<file path="src/hw/rtl/mp5ml_pkg.sv">
package mp5ml_pkg;

    localparam int DW  = 32;        // Q16.16 data word
    localparam int DLW = DW + 1;    // first differences
    localparam int CW  = DW + 2;    // curvatures and minmod4 results
    localparam int AW  = DW + 4;    // alpha times a first difference
    localparam int TW  = DW + 5;    // minmod4 arguments (4*a - b)
    localparam int VW  = DW + 5;    // candidate interface values
    localparam int NW  = DW + 6;    // numerator of the vlc correction
    localparam int MW  = DW + 5;    // magnitude into the divide-by-3
    localparam int WW  = DW + 7;    // minmod working width

    localparam int ALW = 4;
    localparam logic [ALW-1:0] ALPHA_RST = 4'd4;
    localparam logic [ALW-1:0] ALPHA_MIN = 4'd2;
    localparam logic [ALW-1:0] ALPHA_MAX = 4'd8;

    // floor(x / 3) = (x * DIV_RECIP) >> DIV_SHIFT, exact for x < 2**(DIV_SHIFT - 1)
    localparam int DIV_LO    = (MW + 1) / 2;
    localparam int DIV_SHIFT = MW + 1;
    localparam logic [MW-1:0] DIV_RECIP = MW'(((65'd1 << DIV_SHIFT) + 65'd2) / 65'd3);
    localparam int PLW = DIV_LO + MW;
    localparam int PHW = MW - DIV_LO + MW;
    localparam int PW  = 2 * MW;
    localparam int QW  = PW - DIV_SHIFT;

    typedef logic signed [DW-1:0] data_t;
    typedef logic signed [WW-1:0] wide_t;

    localparam data_t DATA_MAX = {1'b0, {(DW-1){1'b1}}};
    localparam data_t DATA_MIN = {1'b1, {(DW-1){1'b0}}};

    typedef struct packed {
        data_t v_minus2;
        data_t v_minus1;
        data_t v_center;
        data_t v_plus1;
        data_t v_plus2;
        data_t unlimited_value;
        logic  reversed;
    } stencil_t;

    typedef struct packed {
        data_t limited_value;
        logic  was_active;
    } result_t;

    // front end -> bound section
    typedef struct packed {
        logic signed [VW-1:0]  vmp;
        logic signed [VW-1:0]  vul;
        logic signed [CW-1:0]  d4p;
        logic signed [CW-1:0]  d4m;
        logic signed [DLW-1:0] dl;
        data_t                 vj;
        data_t                 vjp1;
        data_t                 u;
    } front_t;

    // bound section -> clamp
    typedef struct packed {
        logic                 active;
        logic signed [VW-1:0] vmd;
        logic signed [VW-1:0] q;
        data_t                lo1;
        data_t                hi1;
        logic signed [VW-1:0] lo2;
        logic signed [VW-1:0] hi2;
        data_t                vj;
        data_t                u;
    } bound_t;

    function automatic wide_t wmin(input wide_t x, input wide_t y);
        return (x < y) ? x : y;
    endfunction

    function automatic wide_t wmax(input wide_t x, input wide_t y);
        return (x > y) ? x : y;
    endfunction

    // both negative: signed max is the smaller magnitude
    function automatic wide_t mm2(input wide_t x, input wide_t y);
        wide_t r;
        r = '0;
        if (x > 0 && y > 0)
        begin
            r = wmin(x, y);
        end
        else if (x < 0 && y < 0)
        begin
            r = wmax(x, y);
        end
        return r;
    endfunction

    function automatic wide_t mm4(input wide_t a, input wide_t b, input wide_t c,
                                  input wide_t d);
        wide_t r;
        r = '0;
        if (a > 0 && b > 0 && c > 0 && d > 0)
        begin
            r = wmin(wmin(a, b), wmin(c, d));
        end
        else if (a < 0 && b < 0 && c < 0 && d < 0)
        begin
            r = wmax(wmax(a, b), wmax(c, d));
        end
        return r;
    endfunction

endpackage

</file>
<file path="src/hw/rtl/mp5ml_front.sv">
module mp5ml_front
    import mp5ml_pkg::*;
(
    input  logic           clk,
    input  logic           rst_n,
    input  logic [ALW-1:0] alpha,
    input  logic           up_valid,
    input  stencil_t       up_data,
    output logic           up_ready,
    output logic           dn_valid,
    output front_t         dn_data,
    input  logic           dn_ready
);

    localparam int NS = 3;

    typedef struct packed {
        logic signed [DLW-1:0] dl;
        logic signed [DLW-1:0] dr;
        logic signed [CW-1:0]  dm1;
        logic signed [CW-1:0]  d0;
        logic signed [CW-1:0]  dp1;
        data_t                 vj;
        data_t                 vjp1;
        data_t                 u;
    } f1_t;

    typedef struct packed {
        logic signed [AW-1:0]  adl;
        logic signed [TW-1:0]  t1;
        logic signed [TW-1:0]  t2;
        logic signed [TW-1:0]  t3;
        logic signed [TW-1:0]  t4;
        logic signed [DLW-1:0] dl;
        logic signed [DLW-1:0] dr;
        logic signed [CW-1:0]  dm1;
        logic signed [CW-1:0]  d0;
        logic signed [CW-1:0]  dp1;
        data_t                 vj;
        data_t                 vjp1;
        data_t                 u;
    } f2_t;

    logic [NS-1:0] vld_reg;
    logic [NS:0]   en;
    f1_t           f1_next, f1_reg;
    f2_t           f2_next, f2_reg;
    front_t        f3_next, f3_reg;

    always_comb
    begin
        en[NS] = dn_ready;
        for (int i = NS - 1; i >= 0; i--)
        begin
            en[i] = !vld_reg[i] || en[i+1];
        end
    end

    // stage 1: orient the stencil, first differences and curvatures
    always_comb
    begin
        data_t c0, c1, c2, c3, c4;
        if (up_data.reversed)
        begin
            c0 = up_data.v_plus2;
            c1 = up_data.v_plus1;
            c2 = up_data.v_center;
            c3 = up_data.v_minus1;
            c4 = up_data.v_minus2;
        end
        else
        begin
            c0 = up_data.v_minus2;
            c1 = up_data.v_minus1;
            c2 = up_data.v_center;
            c3 = up_data.v_plus1;
            c4 = up_data.v_plus2;
        end
        f1_next.dl   = DLW'(c2) - DLW'(c1);
        f1_next.dr   = DLW'(c3) - DLW'(c2);
        f1_next.dm1  = CW'(c0) + CW'(c2) - (CW'(c1) <<< 1);
        f1_next.d0   = CW'(c1) + CW'(c3) - (CW'(c2) <<< 1);
        f1_next.dp1  = CW'(c2) + CW'(c4) - (CW'(c3) <<< 1);
        f1_next.vj   = c2;
        f1_next.vjp1 = c3;
        f1_next.u    = up_data.unlimited_value;
    end

    // stage 2: slope product and minmod4 arguments
    always_comb
    begin
        logic signed [ALW:0] a_s;
        a_s = signed'({1'b0, alpha});
        f2_next.adl  = AW'(f1_reg.dl) * AW'(a_s);
        f2_next.t1   = (TW'(f1_reg.d0) <<< 2) - TW'(f1_reg.dp1);
        f2_next.t2   = (TW'(f1_reg.dp1) <<< 2) - TW'(f1_reg.d0);
        f2_next.t3   = (TW'(f1_reg.dm1) <<< 2) - TW'(f1_reg.d0);
        f2_next.t4   = (TW'(f1_reg.d0) <<< 2) - TW'(f1_reg.dm1);
        f2_next.dl   = f1_reg.dl;
        f2_next.dr   = f1_reg.dr;
        f2_next.dm1  = f1_reg.dm1;
        f2_next.d0   = f1_reg.d0;
        f2_next.dp1  = f1_reg.dp1;
        f2_next.vj   = f1_reg.vj;
        f2_next.vjp1 = f1_reg.vjp1;
        f2_next.u    = f1_reg.u;
    end

    // stage 3: MP bound, upper limit, curvature minmods
    always_comb
    begin
        wide_t mp;
        mp = mm2(WW'(f2_reg.dr), WW'(f2_reg.adl));
        f3_next.vmp  = VW'(f2_reg.vj) + VW'(mp);
        f3_next.vul  = VW'(f2_reg.vj) + VW'(f2_reg.adl);
        f3_next.d4p  = CW'(mm4(WW'(f2_reg.t1), WW'(f2_reg.t2),
                               WW'(f2_reg.d0), WW'(f2_reg.dp1)));
        f3_next.d4m  = CW'(mm4(WW'(f2_reg.t3), WW'(f2_reg.t4),
                               WW'(f2_reg.dm1), WW'(f2_reg.d0)));
        f3_next.dl   = f2_reg.dl;
        f3_next.vj   = f2_reg.vj;
        f3_next.vjp1 = f2_reg.vjp1;
        f3_next.u    = f2_reg.u;
    end

    always_ff @(posedge clk or negedge rst_n)
    begin
        if (!rst_n)
        begin
            vld_reg <= '0;
        end
        else
        begin
            if (en[0])
            begin
                vld_reg[0] <= up_valid;
            end
            for (int i = 1; i < NS; i++)
            begin
                if (en[i])
                begin
                    vld_reg[i] <= vld_reg[i-1];
                end
            end
        end
    end

    always_ff @(posedge clk)
    begin
        if (en[0])
        begin
            f1_reg <= f1_next;
        end
        if (en[1])
        begin
            f2_reg <= f2_next;
        end
        if (en[2])
        begin
            f3_reg <= f3_next;
        end
    end

    assign up_ready = en[0];
    assign dn_valid = vld_reg[NS-1];
    assign dn_data  = f3_reg;

endmodule

</file>
<file path="config.mk">
export PLATFORM = sky130hd
export DESIGN_NAME = mp5ml_front
export DESIGN_NICKNAME = d
export VERILOG_FILES = /design/src/hw/rtl/mp5ml_pkg.sv /design/src/hw/rtl/mp5ml_front.sv
export SDC_FILE = /design/constraint.sdc
export NUM_CORES = 2
export LEC_CHECK = 0
export ABC_AREA = 0
export ABC_CLOCK_PERIOD_IN_PS = 13900
export BUFFER_PORTS_ARGS = -buffer_cell sky130_fd_sc_hd__buf_4
export CAP_MARGIN = 20
export CORE_AREA = 2 2 381 383
export CTS_CLUSTER_SIZE = 40
export DETAILED_ROUTE_END_ITERATION = 10
export DIE_AREA = 0 0 383 385
export GPL_ROUTABILITY_DRIVEN = 0
export PLACE_DENSITY = 0.69
export SLEW_MARGIN = 20
export SYNTH_ARGS = -nofsm -noshare
export SYNTH_HDL_FRONTEND = slang
export SYNTH_SLANG_ARGS = --single-unit
export TNS_END_PERCENT = 50
</file>
<file path="constraint.sdc">
create_clock -name clk -period 13.9 [get_ports clk]
set_clock_uncertainty 0.05 [all_clocks]
set_input_delay 0.695 -clock clk [delete_from_list [all_inputs] [get_ports clk]]
set_output_delay 0.695 -clock clk [all_outputs]
set_load 0.02 [all_outputs]
</file>
# ---- Word level (Yosys, flattened, before mapping)
# Index checks and enable logic that the tools add are counted.
dict set report word_totals {
  output_inout_bits 273
  inputBits 201
  elab_cells 123
  reg_bits 986
}
dict set report op_classes {
  add_sub_neg 14
  n_mux 24
  magnitude_cmp 32
  mul 1
  reduce_logical 20
}
# op n
set op_table {}
lappend op_table {{$mux 39} 8}
lappend op_table {{$mux 34} 8}
lappend op_table {{$gt 37x1->1 const B} 4}
lappend op_table {{$lt 37x1->1 const B} 4}
lappend op_table {{$mux 37} 4}
lappend op_table {{$sub 36x34->37} 4}
lappend op_table {{$mux 32} 4}
lappend op_table {{$gt 34x1->1 const B} 3}
lappend op_table {{$lt 34x1->1 const B} 3}
lappend op_table {{$sub 33x33->34} 3}
lappend op_table {{$add 32x32->33} 3}
lappend op_table {{$gt 39x39->1} 2}
lappend op_table {{$lt 39x39->1} 2}
lappend op_table {{$gt 37x37->1} 2}
lappend op_table {{$lt 37x37->1} 2}
lappend op_table {{$gt 34x34->1} 2}
lappend op_table {{$lt 34x34->1} 2}
lappend op_table {{$sub 32x32->33} 2}
lappend op_table {{$add 32x36->37} 1}
lappend op_table {{$add 32x37->37} 1}
lappend op_table {{$gt 33x36->1} 1}
lappend op_table {{$gt 36x1->1 const B} 1}
lappend op_table {{$lt 33x36->1} 1}
lappend op_table {{$lt 36x1->1 const B} 1}
lappend op_table {{6 further kinds} 23}

# ---- Depth between registers and ports, before layout
dict set report logic_depth {
  word_depth 6
  depth_mapped 30
  ltp_nobuf 29
}

# ---- Least setup slack after synthesis
# No wires, ideal clock.
dict set report synth_path {
  path_kind {input to register}
  start {input dn_ready}
  end {register f2_reg[0] (netlist name), enable pin}
  t_required_ns 9.593
  arrival_time_ns 10.344
  slack_ns -0.751
  cell_stages 1
  n_path_buf 0
  path_cell_list {nand3b_1}
}
dict set report synth_via {
  elab_chain_cells 2
}
# item line_no
set synth_rtl {}
lappend synth_rtl {{start: declaration} mp5ml_front.sv:12} ;# input logic dn_ready
lappend synth_rtl {{$logic_or 1x1->1 (2 in series)} mp5ml_front.sv:55} ;# en[i] = !vld_reg[i] || en[i+1];
lappend synth_rtl {{end signal: assignment} mp5ml_front.sv:156} ;# f2_reg <= f2_next;
lappend synth_rtl {{end: declaration} mp5ml_front.sv:47} ;# f2_t f2_next, f2_reg;
# Every way passes these cells.
# A chain may end at the register's enable or synchronous reset.

==> metrics.csv <==
metric;value;unit
initial_core_util;0.487;
syn_inst;6403;
setup.worst_path.start_class;register;
syn-num-nets;7536;
busiest_layer;met2;
synth-seq-cells;981;
antenna_found_initial;9;
synthFlopType;edfxtp_1;
wire_per_inst;25.2;um
insertion_delay;0.75;ns
crit_buf_inv;4;
h-tree-depth;3;
status;completed;
cp.required;14.29;ns
hold_viol_final;0;
die_w;383;um
use_met1;0.380;
cts_buffers;107;
rsz0062_at_grt;false;
drcViolationCount;0;
cts.sinks;981;
setup_violations;0;
synth_top_area_frac;0.421;
dp_hpwl;177;mm
post_dp_cell_area;75500;um2
grt_pass1_vias;52686;
fin_crit;7.97;ns
setup_slack;5.93;ns
met3_usage;0.0550;
tightest_slew;0.991;ns
nets;8037;
grt_max_degree;166;
area_growth;13.7;%
place_ws;6.17;ns
clockBufferDepth;3;
drive_gt1_frac;0.139;
track_usage;0.298;
row_count;139;
path_clk_slew;0.07;ns
max_clock_freq;126;MHz
maxCapViolations;0;
finish.instance_area;79200;um2
synth_warnings;0;
synth-edff-count;978;
hp-class;in2reg;
yosys-top-cells-area;edfxtp_1 (42%), ha_1 (14%), fa_1 (4.7%);
arrival;8.35;ns
yosysTopAreaCell;edfxtp_1;
period_share;0.573;
synthArstFlopShare;0.00306;
critPathCaptureType;register;
path_delay_family;compound AO/OA/AOI/OAI gates;
fp.coreArea;143000;um2
drv_slew;0;
largest_register_ff_count;443;
cts_resized;0;
mappedNetlistArea;69700;um2
cts-root-buf;clkbuf_16;
die_area;147000;um2
die_h;385;um
overflow;0;
syn_avg_cell_area;10.9;um2
slowest_stage;edfxtp_1;
grt_pass1_wl;328;mm
ant_nets;0;
totalWireLength;224;mm
io_pins;474;
yosysSeqAreaShare;0.422;
cpPeakStageDelay;0.86;ns
worstSetupPathType;reg2reg;
fillerInstances;12016;
critPathMaxFanout;24;
synth.distinct_cells;100;
drtIter0Drc;5468;
portBuffers;473;
via_count;53844;
cts_tree;done;
vias_per_cell;6.05;
use_met2;0.481;
slew_headroom;0.339;
firstDrtPassIters;7;
[what timing repair did]
action,CTS,global route
hold buffers,1,0
setup buffers,0,0
hold endpoints to repair,3,0
setup endpoints to repair,0,0
[cell usage in the layout (no fill, tap or decap), types with 108 or more instances in the layout]
master / n
and2_1: 121
a21oi_1: 464
fa_1: 164
ha_1: 768
a21o_1: 234
clkbuf_16: 108
xnor2_1: 270
nor2_1: 342
nand2_1: 349
inv_1: 726
buf_4: 505
edfxtp_1: 978
o21ai_0: 270
mux2i_1: 196
[stage by stage]
| stage | TNS (ns) | hold WS (ns) | util | cells |
|---|---|---|---|---|
| final | 0 | 0.110 | 0.554 | 8904 |
| after global routing | 0 | 0.0798 | 0.554 | 8900 |
| after CTS | 0 | 0.0563 | 0.554 | 8898 |
| after detailed placement | 0 | 0.355 | 0.528 | 8697 |
| after global placement | 0 | 0.350 | 0.527 | 8697 |
| after floorplan | -332.70 | 0.349 | - | 6403 |
[cell type report]
cell class | count | area [um2] | area share
inverters | 726 | 2730 | 0.0344
clock inverters | 80 | 937 | 0.0118
multi-input cells | 4577 | 37100 | 0.468
well taps | 1903 | 2380 | 0.0300
flip-flops and latches | 981 | 29400 | 0.372
repair buffers | 511 | 3890 | 0.0491
clock buffers | 120 | 2780 | 0.0351
diodes | 6 | 15.0 | 0.000189
[kinds of logic after synthesis]
logic type / share of synthesized area
buffers and inverters: 0.0472
muxes: 0.0405
xor gates and xnor gates: 0.0451
AOI/OAI and AO/OA: 0.154
and+or+nand+nor: 0.106
DFF: 0.422
adders and majority gates: 0.185
[synthesized netlist by cell type, types with 89 or more instances]
master and instances:
edfxtp_1 978, a21o_1 234, xor2_1 89, nor2_1 343
and2_1 123, nand2_1 349, inv_1 726, nand3_1 90
ha_1 768, xnor2_1 270, a21oi_1 465, nor4_1 90
mux2i_1 196, o21ai_0 270, fa_1 164
[path summary, 6_finish.rpt]
kind                       cells past startpoint                     end  slack [ns]                  start
hold / removal                                 1    f1_reg[22]$_DFFE_PP_        0.11            up_data[23]
max in group asynchronous                      2  vld_reg[1]$_DFFE_PN0P_       13.46                  rst_n
min in group asynchronous                      2  vld_reg[2]$_DFFE_PN0P_        0.25                  rst_n
setup / recovery                              26  dn_data[144]$_DFFE_PP_        5.93  f2_reg[338]$_DFFE_PP_
setup reg to reg                              26  dn_data[144]$_DFFE_PP_        5.93  f2_reg[338]$_DFFE_PP_
hold reg to reg                                0  dn_data[125]$_DFFE_PP_        0.36  f2_reg[260]$_DFFE_PP_
[metal layers]
layer	vias up	part of all wire
li1	24484	-
met1	26130	0.39
met2	2620	0.46
met3	604	0.093
met4	6	0.061
met5	-	0.00012
[worst register-to-register path, cell delays in order (launching register included)]
cell and delay (ns):
edfxtp_1 0.86, inv_1 0.42, ha_1 0.32, nor2b_1 0.11, o21bai_1 0.07, a311o_2 0.39, a31oi_1 0.29, or4_1 0.19
and2_2 0.15, nand2b_2 0.45, buf_4 0.53, nor2_1 0.26, a21oi_1 0.39, inv_1 0.09, ha_1 0.31, nor2b_1 0.14
o21a_1 0.16, o21a_1 0.16, o211ai_1 0.15, a21oi_1 0.09, a211oi_1 0.41, maj3_2 0.29, o21ai_2 0.07, nand3_2 0.13
or2_1 0.52, buf_4 0.49, o221ai_2 0.20
Power is not shown: default switching activity piles up to over one toggle a cycle in this logic, so the estimate is an artifact.
