--- src/hw/rtl/mp5ml_pkg.sv ---
package mp5ml_pkg;

    localparam int DW  = 32;        // Q16.16 data word
    localparam int DLW = DW + 1;    // first differences
    localparam int CW  = DW + 2;    // curvatures and minmod4 results
    localparam int AW  = DW + 4;    // alpha times a first difference
    localparam int TW  = DW + 5;    // minmod4 arguments (4*a - b)
    localparam int VW  = DW + 5;    // candidate interface values
    localparam int NW  = DW + 6;    // numerator of the vlc correction
    localparam int MW  = DW + 5;    // magnitude into the divide-by-3
    localparam int WW  = DW + 7;    // minmod working width

    localparam int ALW = 4;
    localparam logic [ALW-1:0] ALPHA_RST = 4'd4;
    localparam logic [ALW-1:0] ALPHA_MIN = 4'd2;
    localparam logic [ALW-1:0] ALPHA_MAX = 4'd8;

    // floor(x / 3) = (x * DIV_RECIP) >> DIV_SHIFT, exact for x < 2**(DIV_SHIFT - 1)
    localparam int DIV_LO    = (MW + 1) / 2;
    localparam int DIV_SHIFT = MW + 1;
    localparam logic [MW-1:0] DIV_RECIP = MW'(((65'd1 << DIV_SHIFT) + 65'd2) / 65'd3);
    localparam int PLW = DIV_LO + MW;
    localparam int PHW = MW - DIV_LO + MW;
    localparam int PW  = 2 * MW;
    localparam int QW  = PW - DIV_SHIFT;

    typedef logic signed [DW-1:0] data_t;
    typedef logic signed [WW-1:0] wide_t;

    localparam data_t DATA_MAX = {1'b0, {(DW-1){1'b1}}};
    localparam data_t DATA_MIN = {1'b1, {(DW-1){1'b0}}};

    typedef struct packed {
        data_t v_minus2;
        data_t v_minus1;
        data_t v_center;
        data_t v_plus1;
        data_t v_plus2;
        data_t unlimited_value;
        logic  reversed;
    } stencil_t;

    typedef struct packed {
        data_t limited_value;
        logic  was_active;
    } result_t;

    // front end -> bound section
    typedef struct packed {
        logic signed [VW-1:0]  vmp;
        logic signed [VW-1:0]  vul;
        logic signed [CW-1:0]  d4p;
        logic signed [CW-1:0]  d4m;
        logic signed [DLW-1:0] dl;
        data_t                 vj;
        data_t                 vjp1;
        data_t                 u;
    } front_t;

    // bound section -> clamp
    typedef struct packed {
        logic                 active;
        logic signed [VW-1:0] vmd;
        logic signed [VW-1:0] q;
        data_t                lo1;
        data_t                hi1;
        logic signed [VW-1:0] lo2;
        logic signed [VW-1:0] hi2;
        data_t                vj;
        data_t                u;
    } bound_t;

    function automatic wide_t wmin(input wide_t x, input wide_t y);
        return (x < y) ? x : y;
    endfunction

    function automatic wide_t wmax(input wide_t x, input wide_t y);
        return (x > y) ? x : y;
    endfunction

    // both negative: signed max is the smaller magnitude
    function automatic wide_t mm2(input wide_t x, input wide_t y);
        wide_t r;
        r = '0;
        if (x > 0 && y > 0)
        begin
            r = wmin(x, y);
        end
        else if (x < 0 && y < 0)
        begin
            r = wmax(x, y);
        end
        return r;
    endfunction

    function automatic wide_t mm4(input wide_t a, input wide_t b, input wide_t c,
                                  input wide_t d);
        wide_t r;
        r = '0;
        if (a > 0 && b > 0 && c > 0 && d > 0)
        begin
            r = wmin(wmin(a, b), wmin(c, d));
        end
        else if (a < 0 && b < 0 && c < 0 && d < 0)
        begin
            r = wmax(wmax(a, b), wmax(c, d));
        end
        return r;
    endfunction

endpackage

--- src/hw/rtl/mp5ml_bound.sv ---
module mp5ml_bound
    import mp5ml_pkg::*;
(
    input  logic   clk,
    input  logic   rst_n,
    input  logic   up_valid,
    input  front_t up_data,
    output logic   up_ready,
    output logic   dn_valid,
    output bound_t dn_data,
    input  logic   dn_ready
);

    localparam int NS = 4;

    typedef struct packed {
        logic                 active;
        logic signed [VW-1:0] vmd;
        logic signed [MW-1:0] m;
        data_t                lo1;
        data_t                hi1;
        logic signed [VW-1:0] lo2;
        logic signed [VW-1:0] hi2;
        data_t                vj;
        data_t                u;
    } b1_t;

    typedef struct packed {
        logic                 active;
        logic                 neg;
        logic [MW-1:0]        mag;
        logic signed [VW-1:0] vmd;
        data_t                lo1;
        data_t                hi1;
        logic signed [VW-1:0] lo2;
        logic signed [VW-1:0] hi2;
        data_t                vj;
        data_t                u;
    } b2_t;

    typedef struct packed {
        logic                 active;
        logic                 neg;
        logic [PLW-1:0]       pl;
        logic [PHW-1:0]       ph;
        logic signed [VW-1:0] vmd;
        data_t                lo1;
        data_t                hi1;
        logic signed [VW-1:0] lo2;
        logic signed [VW-1:0] hi2;
        data_t                vj;
        data_t                u;
    } b3_t;

    logic [NS-1:0] vld_reg;
    logic [NS:0]   en;
    b1_t           b1_next, b1_reg;
    b2_t           b2_next, b2_reg;
    b3_t           b3_next, b3_reg;
    bound_t        b4_next, b4_reg;

    always_comb
    begin
        en[NS] = dn_ready;
        for (int i = NS - 1; i >= 0; i--)
        begin
            en[i] = !vld_reg[i] || en[i+1];
        end
    end

    // stage 1: sign test, median value, vlc numerator halved
    always_comb
    begin
        wide_t                du, dq, sum;
        logic signed [NW-1:0] n;
        logic signed [VW-1:0] vj_w;
        du   = WW'(up_data.u) - WW'(up_data.vj);
        dq   = WW'(up_data.u) - WW'(up_data.vmp);
        sum  = WW'(up_data.vj) + WW'(up_data.vjp1) - WW'(up_data.d4p) + WW'(1);
        n    = (NW'(up_data.dl) <<< 1) + NW'(up_data.dl) + (NW'(up_data.d4m) <<< 3)
               + NW'(3);
        vj_w = VW'(up_data.vj);
        b1_next.active = (du > 0 && dq > 0) || (du < 0 && dq < 0);
        b1_next.vmd    = VW'(sum >>> 1);
        // floor(n / 6) = floor(floor(n / 2) / 3)
        b1_next.m      = MW'(n >>> 1);
        b1_next.lo1    = (up_data.vj < up_data.vjp1) ? up_data.vj : up_data.vjp1;
        b1_next.hi1    = (up_data.vj > up_data.vjp1) ? up_data.vj : up_data.vjp1;
        b1_next.lo2    = (vj_w < up_data.vul) ? vj_w : up_data.vul;
        b1_next.hi2    = (vj_w > up_data.vul) ? vj_w : up_data.vul;
        b1_next.vj     = up_data.vj;
        b1_next.u      = up_data.u;
    end

    // stage 2: floor on negatives via -ceil(|m| / 3) = -floor((|m| + 2) / 3)
    always_comb
    begin
        b2_next.active = b1_reg.active;
        b2_next.neg    = b1_reg.m[MW-1];
        b2_next.mag    = b1_reg.m[MW-1] ? unsigned'(MW'(2) - b1_reg.m)
                                        : unsigned'(b1_reg.m);
        b2_next.vmd    = b1_reg.vmd;
        b2_next.lo1    = b1_reg.lo1;
        b2_next.hi1    = b1_reg.hi1;
        b2_next.lo2    = b1_reg.lo2;
        b2_next.hi2    = b1_reg.hi2;
        b2_next.vj     = b1_reg.vj;
        b2_next.u      = b1_reg.u;
    end

    // stage 3: reciprocal multiply, two partial products
    always_comb
    begin
        b3_next.active = b2_reg.active;
        b3_next.neg    = b2_reg.neg;
        b3_next.pl     = PLW'(b2_reg.mag[DIV_LO-1:0]) * PLW'(DIV_RECIP);
        b3_next.ph     = PHW'(b2_reg.mag[MW-1:DIV_LO]) * PHW'(DIV_RECIP);
        b3_next.vmd    = b2_reg.vmd;
        b3_next.lo1    = b2_reg.lo1;
        b3_next.hi1    = b2_reg.hi1;
        b3_next.lo2    = b2_reg.lo2;
        b3_next.hi2    = b2_reg.hi2;
        b3_next.vj     = b2_reg.vj;
        b3_next.u      = b2_reg.u;
    end

    // stage 4: combine partials, take quotient, restore sign
    always_comb
    begin
        logic [PW-1:0]        prod;
        logic signed [VW-1:0] qv;
        prod = (PW'(b3_reg.ph) << DIV_LO) + PW'(b3_reg.pl);
        qv   = signed'(VW'(prod[PW-1:DIV_SHIFT]));
        b4_next.active = b3_reg.active;
        b4_next.vmd    = b3_reg.vmd;
        b4_next.q      = b3_reg.neg ? -qv : qv;
        b4_next.lo1    = b3_reg.lo1;
        b4_next.hi1    = b3_reg.hi1;
        b4_next.lo2    = b3_reg.lo2;
        b4_next.hi2    = b3_reg.hi2;
        b4_next.vj     = b3_reg.vj;
        b4_next.u      = b3_reg.u;
    end

    always_ff @(posedge clk or negedge rst_n)
    begin
        if (!rst_n)
        begin
            vld_reg <= '0;
        end
        else
        begin
            if (en[0])
            begin
                vld_reg[0] <= up_valid;
            end
            for (int i = 1; i < NS; i++)
            begin
                if (en[i])
                begin
                    vld_reg[i] <= vld_reg[i-1];
                end
            end
        end
    end

    always_ff @(posedge clk)
    begin
        if (en[0])
        begin
            b1_reg <= b1_next;
        end
        if (en[1])
        begin
            b2_reg <= b2_next;
        end
        if (en[2])
        begin
            b3_reg <= b3_next;
        end
        if (en[3])
        begin
            b4_reg <= b4_next;
        end
    end

    assign up_ready = en[0];
    assign dn_valid = vld_reg[NS-1];
    assign dn_data  = b4_reg;

endmodule

--- config.mk ---
export PLATFORM = sky130hd
export DESIGN_NAME = mp5ml_bound
export DESIGN_NICKNAME = d
export VERILOG_FILES = /design/src/hw/rtl/mp5ml_pkg.sv /design/src/hw/rtl/mp5ml_bound.sv
export SDC_FILE = /design/constraint.sdc
export NUM_CORES = 2
export LEC_CHECK = 0
export BUFFER_PORTS_ARGS = -buffer_cell sky130_fd_sc_hd__clkbuf_2
export CORE_ASPECT_RATIO = 2
export CORE_MARGIN = 1.5
export CORE_UTILIZATION = 55
export DETAILED_ROUTE_END_ITERATION = 8
export PLACE_DENSITY = 0.75
export SYNTH_ARGS = -nofsm -noshare
export SYNTH_HDL_FRONTEND = slang
export SYNTH_SLANG_ARGS = --single-unit
--- constraint.sdc ---
create_clock -name clk -period 24.1 [get_ports clk]
set_input_delay 1.205 -clock clk [delete_from_list [all_inputs] [get_ports clk]]
set_output_delay 1.205 -clock clk [all_outputs]
set_load 0.01 [all_outputs]
== Yosys cells after proc, flatten, opt, wreduce, memory -nomap -nowiden ==
Cells that the tools add are included.

* $mul: 2
* Add/subtract/negate cells: 11
* Reduce and logical (&&, ||, !) cells: 11
* Multiplexer cells: 6
* Order comparisons: 8

{| class="wikitable"
|+ Operator list
! cell !! number
|-
| 74-bit by 56-bit adder with 74-bit output || 1
|-
| 37-bit 2-to-1 mux || 2
|-
| 36-bit 2-to-1 mux || 2
|-
| 32-bit 2-to-1 mux || 2
|-
| 19-bit by 36-bit multiplier with 55-bit output (second input constant) || 1
|-
| 18-bit by 36-bit multiplier with 54-bit output (second input constant) || 1
|-
| 35-bit by 37-bit adder with 38-bit output || 1
|-
| 38-bit by 3-bit adder with 38-bit output (second input constant) || 1
|-
| 38-bit by 1-bit > comparator with 1-bit output (second input constant) || 1
|-
| 38-bit by 1-bit < comparator with 1-bit output (second input constant) || 1
|-
| 32-bit by 37-bit subtractor with 38-bit output || 1
|-
| 32-bit by 37-bit > comparator with 1-bit output || 1
|-
| 32-bit by 37-bit < comparator with 1-bit output || 1
|-
| 36-bit negator with 37-bit output || 1
|-
| 3-bit by 37-bit subtractor with 37-bit output (first input constant) || 1
|-
| 35-bit by 2-bit adder with 36-bit output (second input constant) || 1
|-
| 34-bit by 33-bit adder with 35-bit output || 1
|-
| 33-bit by 34-bit subtractor with 35-bit output || 1
|-
| 32-bit by 32-bit adder with 33-bit output || 1
|-
| 33-bit by 1-bit > comparator with 1-bit output (second input constant) || 1
|-
| 33-bit by 1-bit < comparator with 1-bit output (second input constant) || 1
|-
| 32-bit by 32-bit subtractor with 33-bit output || 1
|-
| 32-bit > comparator || 1
|-
| 32-bit < comparator || 1
|-
| other kinds (3) || 11
|}

* Bits of input ports: 275
* Bits in registers: 1186
* Word-level logic and storage cells: 83

== Depth between registers and ports, before layout ==
* Depth in word-level cells: 5
* Depth in mapped cells: 26
* Mapped depth without buffers: 25

== Least setup slack after synthesis ==
No wires, ideal clock.

* Path type: in2reg
* From: input port dn_ready
* To: register b1_reg[0] (netlist bit), enable pin
* Path slack: 11.743 ns
* Required time: 20.737 ns
* Cell stages on the path: 2
* Arrival: 8.994 ns
* Buffers on the path: 0
* Cells stage by stage: nor2b_1 > nand4_1

* Cells in the longest elaborated chain, start to end: 4

{| class="wikitable"
|+ RTL lines
! element !! line !! source
|-
| start, declared || mp5ml_bound.sv:11 || <nowiki>input logic dn_ready</nowiki>
|-
| 1-bit logical OR (4 in series) || mp5ml_bound.sv:67 || <nowiki>en[i] = !vld_reg[i] || en[i+1];</nowiki>
|-
| net up_ready || mp5ml_bound.sv:8 || <nowiki>output logic up_ready,</nowiki>
|-
| end signal, assigned || mp5ml_bound.sv:171 || <nowiki>b1_reg <= b1_next;</nowiki>
|-
| end, declared || mp5ml_bound.sv:57 || <nowiki>b1_t b1_next, b1_reg;</nowiki>
|}

The timed path passes the listed nets, and every way through them passes these cells.
A chain may end at the register's enable or synchronous reset.

==> qor.yml <==
status: "finished clean"
detail_route.vias_per_cell: 5.74
placement_rows: 174
max_freq_mhz: 134
path_cells: "ha_1 > inv_1 > fa_1 > inv_1 > fa_1 > inv_1 > fa_1 > inv_1 > fa_1 > inv_1 > fa_1 > inv_1 > ha_1 > a21o_1 > a21o_1 > a21oi_1 > o21ai_1 > a311oi_1 > o21ai_1 > a31o_2 > a21o_1 > a31oi_1 > a31oi_1 > xnor2_1"
post-route-min-period_ps: 7460
grt_antenna_before_repair: 29
drtPass1Iterations: 5
grt_first_pass_wirelength_um: 252000
tritoncts: "done"
clock_tree.root_cell: "sky130_fd_sc_hd__clkbuf_16"
portBuffers: 553
regToRegSetupSlack_ps: 16640
critical_path_buf_inv_count: 6
syn-instance-count: 4712
slew_headroom: 0.113
final_hold_viol_count: 0
critical_path.slowest_cell: "sky130_fd_sc_hd__a311oi_1"
grt_remaining_overflow: 0
synth.top_cell.area_share: 0.555
die_width_um: 241
critical_path.endpoint_type: "flop"
syn_area_sq_um: 62500
synth-warning-count: 0
synth_common_cells: "sky130_fd_sc_hd__edfxtp_1 (1155), sky130_fd_sc_hd__inv_1 (660), sky130_fd_sc_hd__ha_1 (518)"
seq_area_frac_synth: 0.557
largest_reg_flops: 329
seq_area_sq_um: 34800
synthArstFlopShare: 0.00345
critPathTopFamily: "adder cells"
postCtsResizedCells: 0
fin_worst_skew_ps: 73.3
drv_cap: 0
gpl.final_weighted_congestion: 0.985
critical_setup_path_kind: "reg2reg"
finalNetCount: 6399
vias: 39728
synthToLayoutAreaGrowth_pct: 12.9
min_path_type: "in2async"
drt_drc_violations_left: 0
timing_worst_slew_pin_value_ps: 1310
post-synth-top-count-cell: "sky130_fd_sc_hd__edfxtp_1"
critPathRequiredTime_ps: 24570
count_of_flip_flops_with_a_built_in_enable_after_synthesis: 1155
floorplan.initialDensity: 0.555
avgSynthCellArea_sq_um: 13.3
fill_cells: 8772
report.final.setup_viol: 0
global_route.usage.total: 0.306
grt_setup_unrepaired: "false"
coreArea_sq_um: 113000
numClockSinks: 1159
dr.first_iter.drc_count: 2883
drv_slew: 0
antenna_left: 0
h-tree-depth: 3
ys_seq_elements: 1159
synthDominantAreaCellType: "sky130_fd_sc_hd__edfxtp_1"
totalNegativeSetupSlack_ps: 0
regToRegStartpoint: "b2_reg[263]"
post_route_cells_drive_above_1_share: 0.147
post_cts_hold_buffer_count: 0
insertion_delay_ps: 780
ys_top_cells_by_area: "sky130_fd_sc_hd__edfxtp_1 (56%), sky130_fd_sc_hd__ha_1 (10%), sky130_fd_sc_hd__fa_1 (9.0%), sky130_fd_sc_hd__inv_1 (4.0%), sky130_fd_sc_hd__xnor2_1 (2.5%)"
die_height_um: 480
detail_route.wirelength_um: 174000
mappedNetlistNets: 5787
tritoncts.num_buffers: 100
die_area_sq_um: 116000
synthFlopType: "sky130_fd_sc_hd__edfxtp_1"
design.portCount: 554
layout_worst_path_cycle_share: 0.309
ctsLongestPathBuffers: 3
worstPathMaxFanout: 7
crit_path_start_kind: "flop"
reg2reg_depth: 24
cts.repair_timing.setup_buffer_count: 0
via_count_of_the_first_global_routing_pass: 41229
crit_path_frequent_cell: "sky130_fd_sc_hd__inv_1"
detailed_place_hpwl_um: 139000
multiInputGateArea_sq_um: 24900
route.detailed.wl_per_inst_um: 25.2
post_synth_num_cell_types: 96
cp.arrival_ps: 7920
r2r-end: "b3_reg[293]"
grt_max_degree: 128
clkTransAtPathRegs_ps: 70
worst_path_largest_cell_delay_ps: 640
## logic make-up after synthesis
kind of cell	synth area share
multiplexers	0.0127
AND/OR/NAND/NOR	0.0640
buffers and inverters	0.0447
XOR/XNOR	0.0339
flip-flops	0.557
AO/OA/AOI/OAI	0.0936
adder cells (fa/ha/maj)	0.194
## area by class of cell
class / count / area share
Sequential cell: 1159 / 0.493
Inverter: 661 / 0.0353
Multi-Input combinational cell: 2818 / 0.354
Tap cell: 1496 / 0.0265
Clock inverter: 75 / 0.0120
Clock buffer: 111 / 0.0361
Antenna cell: 16 / 0.000568
Timing Repair Buffer: 584 / 0.0427
## stage by stage
| stage | setup WS [ps] | hold slack [ps] | utilization | instance area [sq um] | instances |
|---|---|---|---|---|---|
| after detailed placement | 16750 | 405 | 0.596 | 67100 | 6718 |
| after global placement | 16810 | 400 | 0.596 | 67100 | 6718 |
| after CTS | 16730 | 249 | 0.626 | 70500 | 6904 |
| after floorplan | 11740 | 400 | - | 62500 | 4712 |
| final | 16640 | 290 | 0.627 | 70500 | 6920 |
| after global routing | 16270 | 286 | 0.626 | 70500 | 6907 |
## worst register-to-register path, cell delays in order (launching register included)
cell                       delay [ps]
sky130_fd_sc_hd__edfxtp_1         450
sky130_fd_sc_hd__ha_1             330
sky130_fd_sc_hd__inv_1             80
sky130_fd_sc_hd__fa_1             550
sky130_fd_sc_hd__inv_1            130
sky130_fd_sc_hd__fa_1             570
sky130_fd_sc_hd__inv_1            130
sky130_fd_sc_hd__fa_1             560
sky130_fd_sc_hd__inv_1             60
sky130_fd_sc_hd__fa_1             530
sky130_fd_sc_hd__inv_1             60
sky130_fd_sc_hd__fa_1             530
sky130_fd_sc_hd__inv_1             40
sky130_fd_sc_hd__ha_1             390
sky130_fd_sc_hd__a21o_1           200
sky130_fd_sc_hd__a21o_1           170
sky130_fd_sc_hd__a21oi_1          120
sky130_fd_sc_hd__o21ai_1          130
sky130_fd_sc_hd__a311oi_1         640
sky130_fd_sc_hd__o21ai_1          270
sky130_fd_sc_hd__a31o_2           300
sky130_fd_sc_hd__a21o_1           230
sky130_fd_sc_hd__a31oi_1          390
sky130_fd_sc_hd__a31oi_1          170
sky130_fd_sc_hd__xnor2_1          160
## worst max-delay path by stage
stage	cells past startpoint	startpoint	slack, ps	endpoint
global route	24	b2_reg[263]	16270	b3_reg[293]
detailed placement	24	b2_reg[263]	16750	b3_reg[293]
floorplan	2	dn_ready	11740	b1_reg[0]
finish	24	b2_reg[263]	16640	b3_reg[293]
global placement	24	b2_reg[263]	16810	b3_reg[293]
CTS	24	b2_reg[263]	16730	b3_reg[293]
## layout by cell type, fill, tap and decap left out, types with 68 or more instances in the layout
| master | count |
|---|---|
| sky130_fd_sc_hd__nor2_1 | 171 |
| sky130_fd_sc_hd__xnor2_1 | 180 |
| sky130_fd_sc_hd__clkbuf_2 | 553 |
| sky130_fd_sc_hd__clkbuf_16 | 100 |
| sky130_fd_sc_hd__a21o_1 | 142 |
| sky130_fd_sc_hd__mux2i_1 | 75 |
| sky130_fd_sc_hd__nand2_1 | 223 |
| sky130_fd_sc_hd__o21ai_0 | 201 |
| sky130_fd_sc_hd__a21oi_1 | 226 |
| sky130_fd_sc_hd__edfxtp_1 | 1155 |
| sky130_fd_sc_hd__fa_1 | 282 |
| sky130_fd_sc_hd__nor3_1 | 68 |
| sky130_fd_sc_hd__inv_1 | 659 |
| sky130_fd_sc_hd__ha_1 | 518 |
## layer usage
metal | GRT usage | share of wire
met5 | 0 | 0.00099
met4 | 0.193 | 0.071
met3 | 0.0715 | 0.079
met2 | 0.547 | 0.52
met1 | 0.317 | 0.33
Power is left out: the tool's default activity adds up to more than one toggle a clock period on the data nets, which glitch-free logic cannot reach.
