[config.mk]
export PLATFORM = sky130hd
export DESIGN_NAME = mp5ml_clamp
export DESIGN_NICKNAME = d
export VERILOG_FILES = /design/src/hw/rtl/mp5ml_pkg.sv /design/src/hw/rtl/mp5ml_clamp.sv
export SDC_FILE = /design/constraint.sdc
export NUM_CORES = 1
export LEC_CHECK = 0
export ABC_AREA = 1
export CORE_AREA = 2 2 327 329
export CTS_BUF_LIST = sky130_fd_sc_hd__clkbuf_8 sky130_fd_sc_hd__clkbuf_16
export DETAILED_ROUTE_END_ITERATION = 10
export DIE_AREA = 0 0 329 331
export DONT_BUFFER_PORTS = 1
export GPL_TIMING_DRIVEN = 0
export PLACE_DENSITY = 0.48
export SKIP_LAST_GASP = 1
export SYNTH_ARGS = -nofsm -noshare
export SYNTH_HDL_FRONTEND = slang
export SYNTH_SLANG_ARGS = --single-unit
[constraint.sdc]
create_clock -name clk -period 11.35 [get_ports clk]
set_input_delay 1.135 -clock clk [delete_from_list [all_inputs] [get_ports clk]]
set_output_delay 1.135 -clock clk [all_outputs]
set_load 0.02 [all_outputs]
[src/hw/rtl/mp5ml_pkg.sv]
package mp5ml_pkg;

    localparam int DW  = 32;        // Q16.16 data word
    localparam int DLW = DW + 1;    // first differences
    localparam int CW  = DW + 2;    // curvatures and minmod4 results
    localparam int AW  = DW + 4;    // alpha times a first difference
    localparam int TW  = DW + 5;    // minmod4 arguments (4*a - b)
    localparam int VW  = DW + 5;    // candidate interface values
    localparam int NW  = DW + 6;    // numerator of the vlc correction
    localparam int MW  = DW + 5;    // magnitude into the divide-by-3
    localparam int WW  = DW + 7;    // minmod working width

    localparam int ALW = 4;
    localparam logic [ALW-1:0] ALPHA_RST = 4'd4;
    localparam logic [ALW-1:0] ALPHA_MIN = 4'd2;
    localparam logic [ALW-1:0] ALPHA_MAX = 4'd8;

    // floor(x / 3) = (x * DIV_RECIP) >> DIV_SHIFT, exact for x < 2**(DIV_SHIFT - 1)
    localparam int DIV_LO    = (MW + 1) / 2;
    localparam int DIV_SHIFT = MW + 1;
    localparam logic [MW-1:0] DIV_RECIP = MW'(((65'd1 << DIV_SHIFT) + 65'd2) / 65'd3);
    localparam int PLW = DIV_LO + MW;
    localparam int PHW = MW - DIV_LO + MW;
    localparam int PW  = 2 * MW;
    localparam int QW  = PW - DIV_SHIFT;

    typedef logic signed [DW-1:0] data_t;
    typedef logic signed [WW-1:0] wide_t;

    localparam data_t DATA_MAX = {1'b0, {(DW-1){1'b1}}};
    localparam data_t DATA_MIN = {1'b1, {(DW-1){1'b0}}};

    typedef struct packed {
        data_t v_minus2;
        data_t v_minus1;
        data_t v_center;
        data_t v_plus1;
        data_t v_plus2;
        data_t unlimited_value;
        logic  reversed;
    } stencil_t;

    typedef struct packed {
        data_t limited_value;
        logic  was_active;
    } result_t;

    // front end -> bound section
    typedef struct packed {
        logic signed [VW-1:0]  vmp;
        logic signed [VW-1:0]  vul;
        logic signed [CW-1:0]  d4p;
        logic signed [CW-1:0]  d4m;
        logic signed [DLW-1:0] dl;
        data_t                 vj;
        data_t                 vjp1;
        data_t                 u;
    } front_t;

    // bound section -> clamp
    typedef struct packed {
        logic                 active;
        logic signed [VW-1:0] vmd;
        logic signed [VW-1:0] q;
        data_t                lo1;
        data_t                hi1;
        logic signed [VW-1:0] lo2;
        logic signed [VW-1:0] hi2;
        data_t                vj;
        data_t                u;
    } bound_t;

    function automatic wide_t wmin(input wide_t x, input wide_t y);
        return (x < y) ? x : y;
    endfunction

    function automatic wide_t wmax(input wide_t x, input wide_t y);
        return (x > y) ? x : y;
    endfunction

    // both negative: signed max is the smaller magnitude
    function automatic wide_t mm2(input wide_t x, input wide_t y);
        wide_t r;
        r = '0;
        if (x > 0 && y > 0)
        begin
            r = wmin(x, y);
        end
        else if (x < 0 && y < 0)
        begin
            r = wmax(x, y);
        end
        return r;
    endfunction

    function automatic wide_t mm4(input wide_t a, input wide_t b, input wide_t c,
                                  input wide_t d);
        wide_t r;
        r = '0;
        if (a > 0 && b > 0 && c > 0 && d > 0)
        begin
            r = wmin(wmin(a, b), wmin(c, d));
        end
        else if (a < 0 && b < 0 && c < 0 && d < 0)
        begin
            r = wmax(wmax(a, b), wmax(c, d));
        end
        return r;
    endfunction

endpackage

[src/hw/rtl/mp5ml_clamp.sv]
module mp5ml_clamp
    import mp5ml_pkg::*;
(
    input  logic    clk,
    input  logic    rst_n,
    input  logic    up_valid,
    input  bound_t  up_data,
    output logic    up_ready,
    output logic    dn_valid,
    output result_t dn_data,
    input  logic    dn_ready
);

    localparam int NS = 2;

    typedef struct packed {
        logic                 active;
        logic signed [VW-1:0] vmin;
        logic signed [VW-1:0] vmax;
        data_t                u;
    } c1_t;

    logic [NS-1:0] vld_reg;
    logic [NS:0]   en;
    c1_t           c1_next, c1_reg;
    result_t       c2_next, c2_reg;

    always_comb
    begin
        en[NS] = dn_ready;
        for (int i = NS - 1; i >= 0; i--)
        begin
            en[i] = !vld_reg[i] || en[i+1];
        end
    end

    // stage 1: curvature-corrected value and the bound interval
    always_comb
    begin
        wide_t vlc;
        vlc = WW'(up_data.vj) + WW'(up_data.q);
        c1_next.active = up_data.active;
        c1_next.vmin   = VW'(wmax(wmin(WW'(up_data.lo1), WW'(up_data.vmd)),
                                  wmin(WW'(up_data.lo2), vlc)));
        c1_next.vmax   = VW'(wmin(wmax(WW'(up_data.hi1), WW'(up_data.vmd)),
                                  wmax(WW'(up_data.hi2), vlc)));
        c1_next.u      = up_data.u;
    end

    // stage 2: median clamp, saturate; inactive items pass through
    always_comb
    begin
        wide_t r;
        data_t sat;
        r = WW'(c1_reg.u) + mm2(WW'(c1_reg.vmin) - WW'(c1_reg.u),
                                WW'(c1_reg.vmax) - WW'(c1_reg.u));
        if (r > WW'(DATA_MAX))
        begin
            sat = DATA_MAX;
        end
        else if (r < WW'(DATA_MIN))
        begin
            sat = DATA_MIN;
        end
        else
        begin
            sat = DW'(r);
        end
        c2_next.limited_value = c1_reg.active ? sat : c1_reg.u;
        c2_next.was_active    = c1_reg.active;
    end

    always_ff @(posedge clk or negedge rst_n)
    begin
        if (!rst_n)
        begin
            vld_reg <= '0;
        end
        else
        begin
            if (en[0])
            begin
                vld_reg[0] <= up_valid;
            end
            if (en[1])
            begin
                vld_reg[1] <= vld_reg[0];
            end
        end
    end

    always_ff @(posedge clk)
    begin
        if (en[0])
        begin
            c1_reg <= c1_next;
        end
        if (en[1])
        begin
            c2_reg <= c2_next;
        end
    end

    assign up_ready = en[0];
    assign dn_valid = vld_reg[NS-1];
    assign dn_data  = c2_reg;

endmodule

== Word level (Yosys, flattened, before mapping) ==
Cells that the tools add are included.
Storage, ports and cells
  input bits: 281
  register bits: 142
Cells by class
  order comparisons: 14
  $add $sub $neg: 4
  muxes and demuxes: 13
  reductions and logical operators: 6
Operators with widths (count)
  39-bit 2-to-1 mux: 8
  32-bit 2-to-1 mux: 3
  38-bit by 1-bit greater-than comparator with 1-bit output (second input constant): 2
  38-bit by 1-bit < comparator with 1-bit output (second input constant): 2
  37-bit by 32-bit subtractor with 38-bit output: 2
  37-bit 2-to-1 mux: 2
  32-bit by 39-bit adder with 39-bit output: 1
  39-bit by 32-bit greater-than comparator with 1-bit output (second input constant): 1
  39-bit greater-than comparator: 1
  39-bit by 32-bit < comparator with 1-bit output (second input constant): 1
  39-bit < comparator: 1
  32-bit by 37-bit adder with 38-bit output: 1
  37-bit by 38-bit greater-than comparator with 1-bit output: 1
  38-bit greater-than comparator: 1
  37-bit by 38-bit < comparator with 1-bit output: 1
  38-bit < comparator: 1
  32-bit by 37-bit greater-than comparator with 1-bit output: 1
  32-bit by 37-bit < comparator with 1-bit output: 1
  1-bit logical AND: 2
  1-bit zero test: 2
  1-bit logical OR: 2

== Depth between registers and ports, before layout ==
Gate-level depths: netlist of run 1.
  depth in word-level cells: 10
  depth in mapped cells: 58
  gate-level depth less buffers: 56

== Least setup slack after synthesis of run 1 ==
No wires, ideal clock.
  path type: input to register
  start: input port up_data[32] (netlist bit)
  end: register c1_reg[100] (netlist bit), data pin
  library setup time: 268 ps
  setup slack: 4232 ps
  arrival time: 6850 ps
  stages: 37
  cells stage by stage: ha_1 > fa_1 > a21o_1 > nand2_1 > nand2_1 > a21boi_0 > o21ai_0 > a21boi_0 > o21ai_0 > xnor2_1 > ha_1 > nand2_1 > o21ai_0 > a21o_1 > a21oi_1 > o21ai_0 > a21oi_1 > a31o_2 > nand2_1 > inv_1 > clkbuf_1 > clkbuf_1 > nand2_1 > o21ai_0 > ha_1 > nand2_1 > inv_1 > nand3_1 > inv_1 > nand2_1 > o211ai_1 > a221oi_1 > nand4_1 > a21oi_1 > clkbuf_1 > clkbuf_1 > o21ai_0
RTL lines
  start: declaration: RTL line mp5ml_clamp.sv:7  | input bound_t up_data,
  end signal: assignment: RTL line mp5ml_clamp.sv:96  | c1_reg <= c1_next;
  end: declaration: RTL line mp5ml_clamp.sv:25  | c1_t c1_next, c1_reg;

==> summary.txt, run 1 <==
Run status
  – Result of the run: finished, final reports clean

Timing
  – Total Neg Setup Slack: 0 ns
  – Max Clock Skew: 0.0186 ns
  – Final-report setup violation count: 0
  – Hold WS: roughly 0.35 ns
  – Fin crit period: 9.81 ns
  – Slew Viols, Final: 0
  – Max Freq: approximately 0.1 GHz
  – Worst-Margin Slew: just under 0.9 ns
  – Tcrit/Tclk final: 86.4%
  – Slew headroom: 41.9%
  – RSZ-0062 raised after global routing: false
  – Final hold viol count: 0

Drt
  – WL final: about 110000 microns
  – Vias: 26200
  – Residual DRC: 0
  – Initial DRC Count: 1870
  – Iteration count of the initial detailed-routing pass: 5
  – Post-DRT Antenna Nets: 0
  – Wirelength per Cell: ~20 microns
  – Vias/cell: around 4.9

Yosys
  – Number of synthesized flops with an enable pin: 140
  – Synth area leaders: ha_1, nand2_1, edfxtp_1, inv_1, a21oi_1
  – Ys flop type: edfxtp_1
  – Syn_nets: roughly 4600
  – Syn avg cell area: 6.41 sq um
  – Sequential fraction of the synthesis area: approximately 17%
  – Yosys reg bits: between 100 and 150
  – Post-synth top area share: about a fifth
  – Mapped Area: approximately 25000 sq um
  – Cells after synthesis: between 3000 and 4000
  – Post-synth top area cell: ha_1
  – Yosys warns: 0
  – Yosys cell types: 59
  – Fraction of registers with async set/reset: approximately 1.4%

Clock tree
  – CTS buffer count: 17
  – Post-CTS sizing: 0
  – CTS max path bufs: 2
  – Count of clock tree sinks: between 100 and 150
  – CTS Hold Bufs: 0
  – CTS tree: built
  – Latest clock arrival within the worst-skew pair: roughly 0.49 ns
  – Post-CTS setup buffers: 0
  – CTS H-tree depth: 4
  – Clock root buffer: clkbuf_16
  – Worst-path clk slew: about 0.060 ns

Global routing
  – First-pass GRT wire length: 156000 microns
  – Largest net degree at the start of global routing: between 60 and 70
  – Vias in the first global route: 25600
  – Gr usage total: about 19%
  – Initial antenna violation count: 8
  – GR Overflow Total: 0

Die
  – Starting Density: 23.9%
  – Die Area: 109000 sq um
  – Placeable Area: ~100000 sq um
  – # rows: roughly 120
  – Chip height: 331 microns
  – Boundary Pins: ~320
  – Chip width: roughly 330 microns

Critical path
  – Crit-path max cell delay: between 0.5 and 0.6 ns
  – R2r setup slk: 2.61 ns
  – Critical path peak fanout: 10
  – Critical Path RT: around 12 ns
  – Reg2reg path depth: 44
  – Worst r2r dst: dn_data[24]
  – Worst Path Arrival: ~10 ns
  – CP Capture Type: register
  – CP Launch Type: input pin
  – WS Path Type: input pin to register
  – Slowest stage cell on the critical path: nor4_1
  – Reg2reg start: c1_reg[69]

Place
  – I/O Buffers: 0
  – Placer congestion estimate: about 0.95
  – Post-DP HPWL: about 96000 microns

Job
  – Max-cap violation count: 0

Cells and area
  – Register area: 4250 sq um
  – Layout cells sized above 1: under 10%
  – Nets@finish: 4614
  – Area taken by multi-input logic gates: around 18000 sq um
  – Filler cells: ~12000
  – Max reg flops: between 100 and 150
  – Area grow syn2layout: 9.40%

Min path
  – HP Class: input pin to asynchronous set/reset pin
per-layer routing:
| metal | global-route usage [%] | part of all wire, % | vias to the layer above |
|---|---|---|---|
| li1 | - | - | 13200 |
| met1 | 22.5 | 42 | 12000 |
| met2 | 33.6 | 47 | 778 |
| met3 | 5.12 | 7.3 | 151 |
| met4 | 7.52 | 4.1 | 8 |
| met5 | 0 | 0.053 | - |
logic make-up after synthesis:
| group | synth area share [%] |
|---|---|
| DFF | 17.0 |
| and+or+nand+nor | 31.9 |
| xor gates and xnor gates | 4.42 |
| AOI/OAI and AO/OA | 16.8 |
| buffers and inverters | 9.46 |
| adders and majority gates | 20.5 |
worst max-delay path: cells and delay by family:
family	cells	cell delay, ns
simple gates	14	3.01
xor+xnor	1	0.38
compound gates	9	2.01
buf+inv	9	2.57
fa+ha+maj	3	0.88
cells in the mapped netlist, types with 3 or more instances:
cell / n
nand2_1: 1150
inv_1: 476
ha_1: 404
a21oi_1: 266
o21ai_0: 265
nand3_1: 258
nor2_1: 234
edfxtp_1: 140
nand4_1: 94
xor2_1: 83
o21ai_1: 67
nor3_1: 50
clkbuf_1: 48
xnor2_1: 36
o21bai_1: 35
a31oi_1: 28
inv_2: 27
buf_2: 24
nor4_1: 24
a21o_1: 17
nand2_2: 17
o21a_1: 14
o211ai_1: 12
a211oi_1: 11
a21boi_0: 10
nor2_2: 10
o221ai_1: 10
buf_4: 9
buf_6: 8
nand3b_1: 8
nand3_2: 6
a21boi_1: 5
a21oi_2: 4
and2_1: 4
fa_1: 4
or2_2: 4
and3_1: 3
buf_1: 3
nor2_4: 3
o2111ai_1: 3
o31ai_1: 3
xor2_2: 3
cell usage in the layout (no fill, tap or decap), types with 50 or more instances in the layout:
master,synthesis,routed
nand2_1,1150,1149
nand4_1,94,94
o21ai_1,67,67
inv_1,476,477
nor2_1,234,234
xor2_1,83,83
nor3_1,50,50
ha_1,404,404
a21oi_1,266,266
o21ai_0,265,265
edfxtp_1,140,140
nand3_1,258,257
cell type report:
type                       count  share of cell area (%)
buffer                        93                    1.73
clock buffer                  17                    1.55
tap                         1391                    6.35
antenna                        4                  0.0365
clock inverter                15                   0.493
sequential                   142                    15.5
timing repair buffer           1                   0.100
multi-input combinational   3165                    67.3
inverter                     505                    6.92
through the flow:
| step | setup WS, ns | instance area (sq um) | util, % | std cells |
|---|---|---|---|---|
| 6_report | 1.54 | 27400 | 26.1 | 5333 |
| 5_1_grt | 0.972 | 27400 | 26.1 | 5330 |
| 4_1_cts | 1.50 | 27400 | 26.1 | 5329 |
| 3_5_place_dp | 0.994 | 26800 | 25.6 | 5297 |
| 3_3_place_gp | 0.974 | 26800 | 25.5 | 5296 |
| 2_1_floorplan | 4.23 | 25000 | - | 3905 |
worst max path at each step:
stage	startpoint	endpoint	slack (ns)	depth (start not counted)
floorplan	up_data[32]	c1_reg[100]	4.23	37
global placement	up_data[55]	c1_reg[105]	0.97	37
detailed placement	up_data[55]	c1_reg[76]	0.99	37
CTS	up_data[55]	c1_reg[76]	1.50	37
global route	up_data[55]	c1_reg[76]	0.97	38
finish	up_data[55]	c1_reg[105]	1.54	36
Power of run 1 is left out: the tool's default activity adds up to more than one toggle a clock period on the data nets, which glitch-free logic cannot reach.
==> run 2, diff against run 1 <==
RECOVER_POWER = 25   (was not set)
==> run 2 against run 1 <==
Compared with the run above:
- the flow now finishes with violations (capacitance limit, slew limit)
- wire length is essentially flat
- maximum frequency is essentially flat
- via count is essentially flat
- flip-flop and latch count is the same
- global-route usage is the same
- clock-buffer cell count is the same
- first-iteration DRC count is the same
- critical path depth is the same
- die area is the same
==> summary.txt, run 2 (synthesized netlist as in run 1, its figures left out) <==
Clock tree
  – CTS tree: built (unchanged)
  – CTS H-tree depth: 4 (unchanged)
  – Latest clock arrival within the worst-skew pair: 0.49 ns (about the same)
  – Worst-path clk slew: 0.06 ns (about the same)
  – Clock root buffer: clkbuf_16 (unchanged)
  – CTS Hold Bufs: 0 (unchanged)
  – Post-CTS sizing: 0 (unchanged)
  – Count of clock tree sinks: 142 (unchanged)
  – Post-CTS setup buffers: 0 (unchanged)
  – CTS buffer count: 17 (unchanged)
  – CTS max path bufs: 2 (unchanged)

Critical path
  – Reg2reg path depth: 44 (unchanged)
  – Worst Path Arrival: 10.00 ns (about the same)
  – R2r setup slk: 2.61 ns (about the same)
  – Slowest stage cell on the critical path: nor4_1 (unchanged)
  – WS Path Type: input pin to register (unchanged)
  – CP Capture Type: register (unchanged)
  – Worst r2r dst: dn_data[24] (unchanged)
  – Critical path peak fanout: 10 (unchanged)
  – Critical Path RT: 11.54 ns (about the same)
  – Setup crit start: up_data[55] (unchanged)
  – CP Launch Type: input pin (unchanged)
  – Reg2reg start: c1_reg[69] (unchanged)
  – Crit-path max cell delay: 0.57 ns (about the same)

Timing
  – Max Freq: 0.102 GHz (about the same)
  – Slew headroom: -92.8% (was 41.9%)
  – RSZ-0062 raised after global routing: false (unchanged)
  – Slew Viols, Final: 45 (was 0)
  – Worst-Margin Slew: 2.88 ns (was 0.872 ns)
  – Tcrit/Tclk final: 86.4% (about the same)
  – Max Clock Skew: 0.0186 ns (about the same)
  – Total Neg Setup Slack: 0 ns (unchanged)
  – Final WS setup: 1.54 ns (about the same)
  – Fin crit period: 9.81 ns (about the same)
  – Final hold viol count: 0 (unchanged)
  – Final-report setup violation count: 0 (unchanged)

Drt
  – Vias/cell: 4.91 (about the same)
  – Iteration count of the initial detailed-routing pass: 5 (unchanged)
  – Met3 WL post-DR: 7850 microns (was 7810 microns)
  – Initial DRC Count: 1870 (unchanged)
  – Met2 wire length: 50500 microns (about the same)
  – Wirelength per Cell: 20.1 microns (about the same)
  – Post-DRT Antenna Nets: 0 (unchanged)
  – Vias: 26200 (about the same)
  – M1 WL: 44500 microns (was 44600 microns)
  – Max Used Layer: met5 (unchanged)
  – WL final: 107000 microns (about the same)
  – Residual DRC: 0 (unchanged)

Run status
  – Result of the run: finished with violations (was finished, final reports clean)
  – Failing checks: capacitance limit, slew limit

Place
  – Dpl ws: 0.994 ns (unchanged)
  – Post-DP HPWL: 95800 microns (unchanged)
  – I/O Buffers: 0 (unchanged)
  – DP Area: 26800 sq um (unchanged)
  – Placer congestion estimate: 0.945 (unchanged)

Die
  – Boundary Pins: 316 (unchanged)
  – Chip width: 329 microns (unchanged)
  – Die Area: 109000 sq um (unchanged)
  – # rows: 119 (unchanged)
  – Starting Density: 23.9% (unchanged)
  – Placeable Area: 105000 sq um (unchanged)
  – Chip height: 331 microns (unchanged)

Cells and area
  – Finished Cell Area: 27400 sq um (about the same)
  – Filler cells: 12000 (about the same)
  – Max reg flops: 107 (unchanged)
  – Most frequent cells in the layout: nand2_1, inv_1, ha_1 (unchanged)
  – Area taken by multi-input logic gates: 18400 sq um (about the same)
  – Register area: 4250 sq um (unchanged)
  – Layout cells sized above 1: 3.96% (was 4.01%)
  – Area grow syn2layout: 9.34% (was 9.40%)
  – Nets@finish: 4614 (unchanged)
  – Commonest non-fill, non-tap cell in the layout: nand2_1 (unchanged)

Min path
  – HP Class: input pin to asynchronous set/reset pin (unchanged)

Global routing
  – First-pass GRT wire length: 156000 microns (unchanged)
  – Vias in the first global route: 25600 (unchanged)
  – Initial antenna violation count: 8 (unchanged)
  – Gr usage total: 19.3% (unchanged)
  – GR Overflow Total: 0 (unchanged)
  – Largest net degree at the start of global routing: 65 (unchanged)

Job
  – Max-cap violation count: 1 (was 0)
-- run 2: layout make-up --
cell class                 count  area share [%]
sequential                   142            15.5
antenna                        4          0.0366
multi-input combinational   3165            67.3
tap                         1391            6.36
buffer                        93            1.73
inverter                     505            6.92
clock inverter                15           0.493
clock buffer                  17            1.55
timing repair buffer           1           0.101
-- run 2: worst max-delay path by stage --
| stage | slack [ns] | cells past startpoint | endpoint |
|---|---|---|---|
| after floorplan | 4.23 | 37 | c1_reg[100] |
| after global placement | 0.97 | 37 | c1_reg[105] |
| after detailed placement | 0.99 | 37 | c1_reg[76] |
| after CTS | 1.50 | 37 | c1_reg[76] |
| after global routing | 0.97 | 38 | c1_reg[76] |
| final | 1.54 | 36 | c1_reg[105] |
-- run 2: through the flow --
stage / utilization, % / std cells / hold WS [ns]
2_1_floorplan: - / 3905 / 0.435
3_3_place_gp: 25.5 / 5296 / 0.440
3_5_place_dp: 25.6 / 5297 / 0.506
4_1_cts: 26.1 / 5329 / 0.306
5_1_grt: 26.1 / 5330 / 0.312
6_report: 26.1 / 5333 / 0.352
-- run 2: metal layers --
| layer | GRT usage, % | vias to the layer above |
|---|---|---|
| met5 | 0 | - |
| met4 | 7.52 | 8 |
| met3 | 5.12 | 153 |
| met2 | 33.6 | 776 |
| met1 | 22.5 | 12000 |
| li1 | - | 13200 |
-- run 2: critical path, delay by kind of cell --
kind            cells  cell delay (ns)
compound gates      9             2.01
xor+xnor            1             0.38
fa+ha+maj           3             0.88
buf+inv             9             2.57
simple gates       14             3.01
Power of run 2 is left out for the same reason.
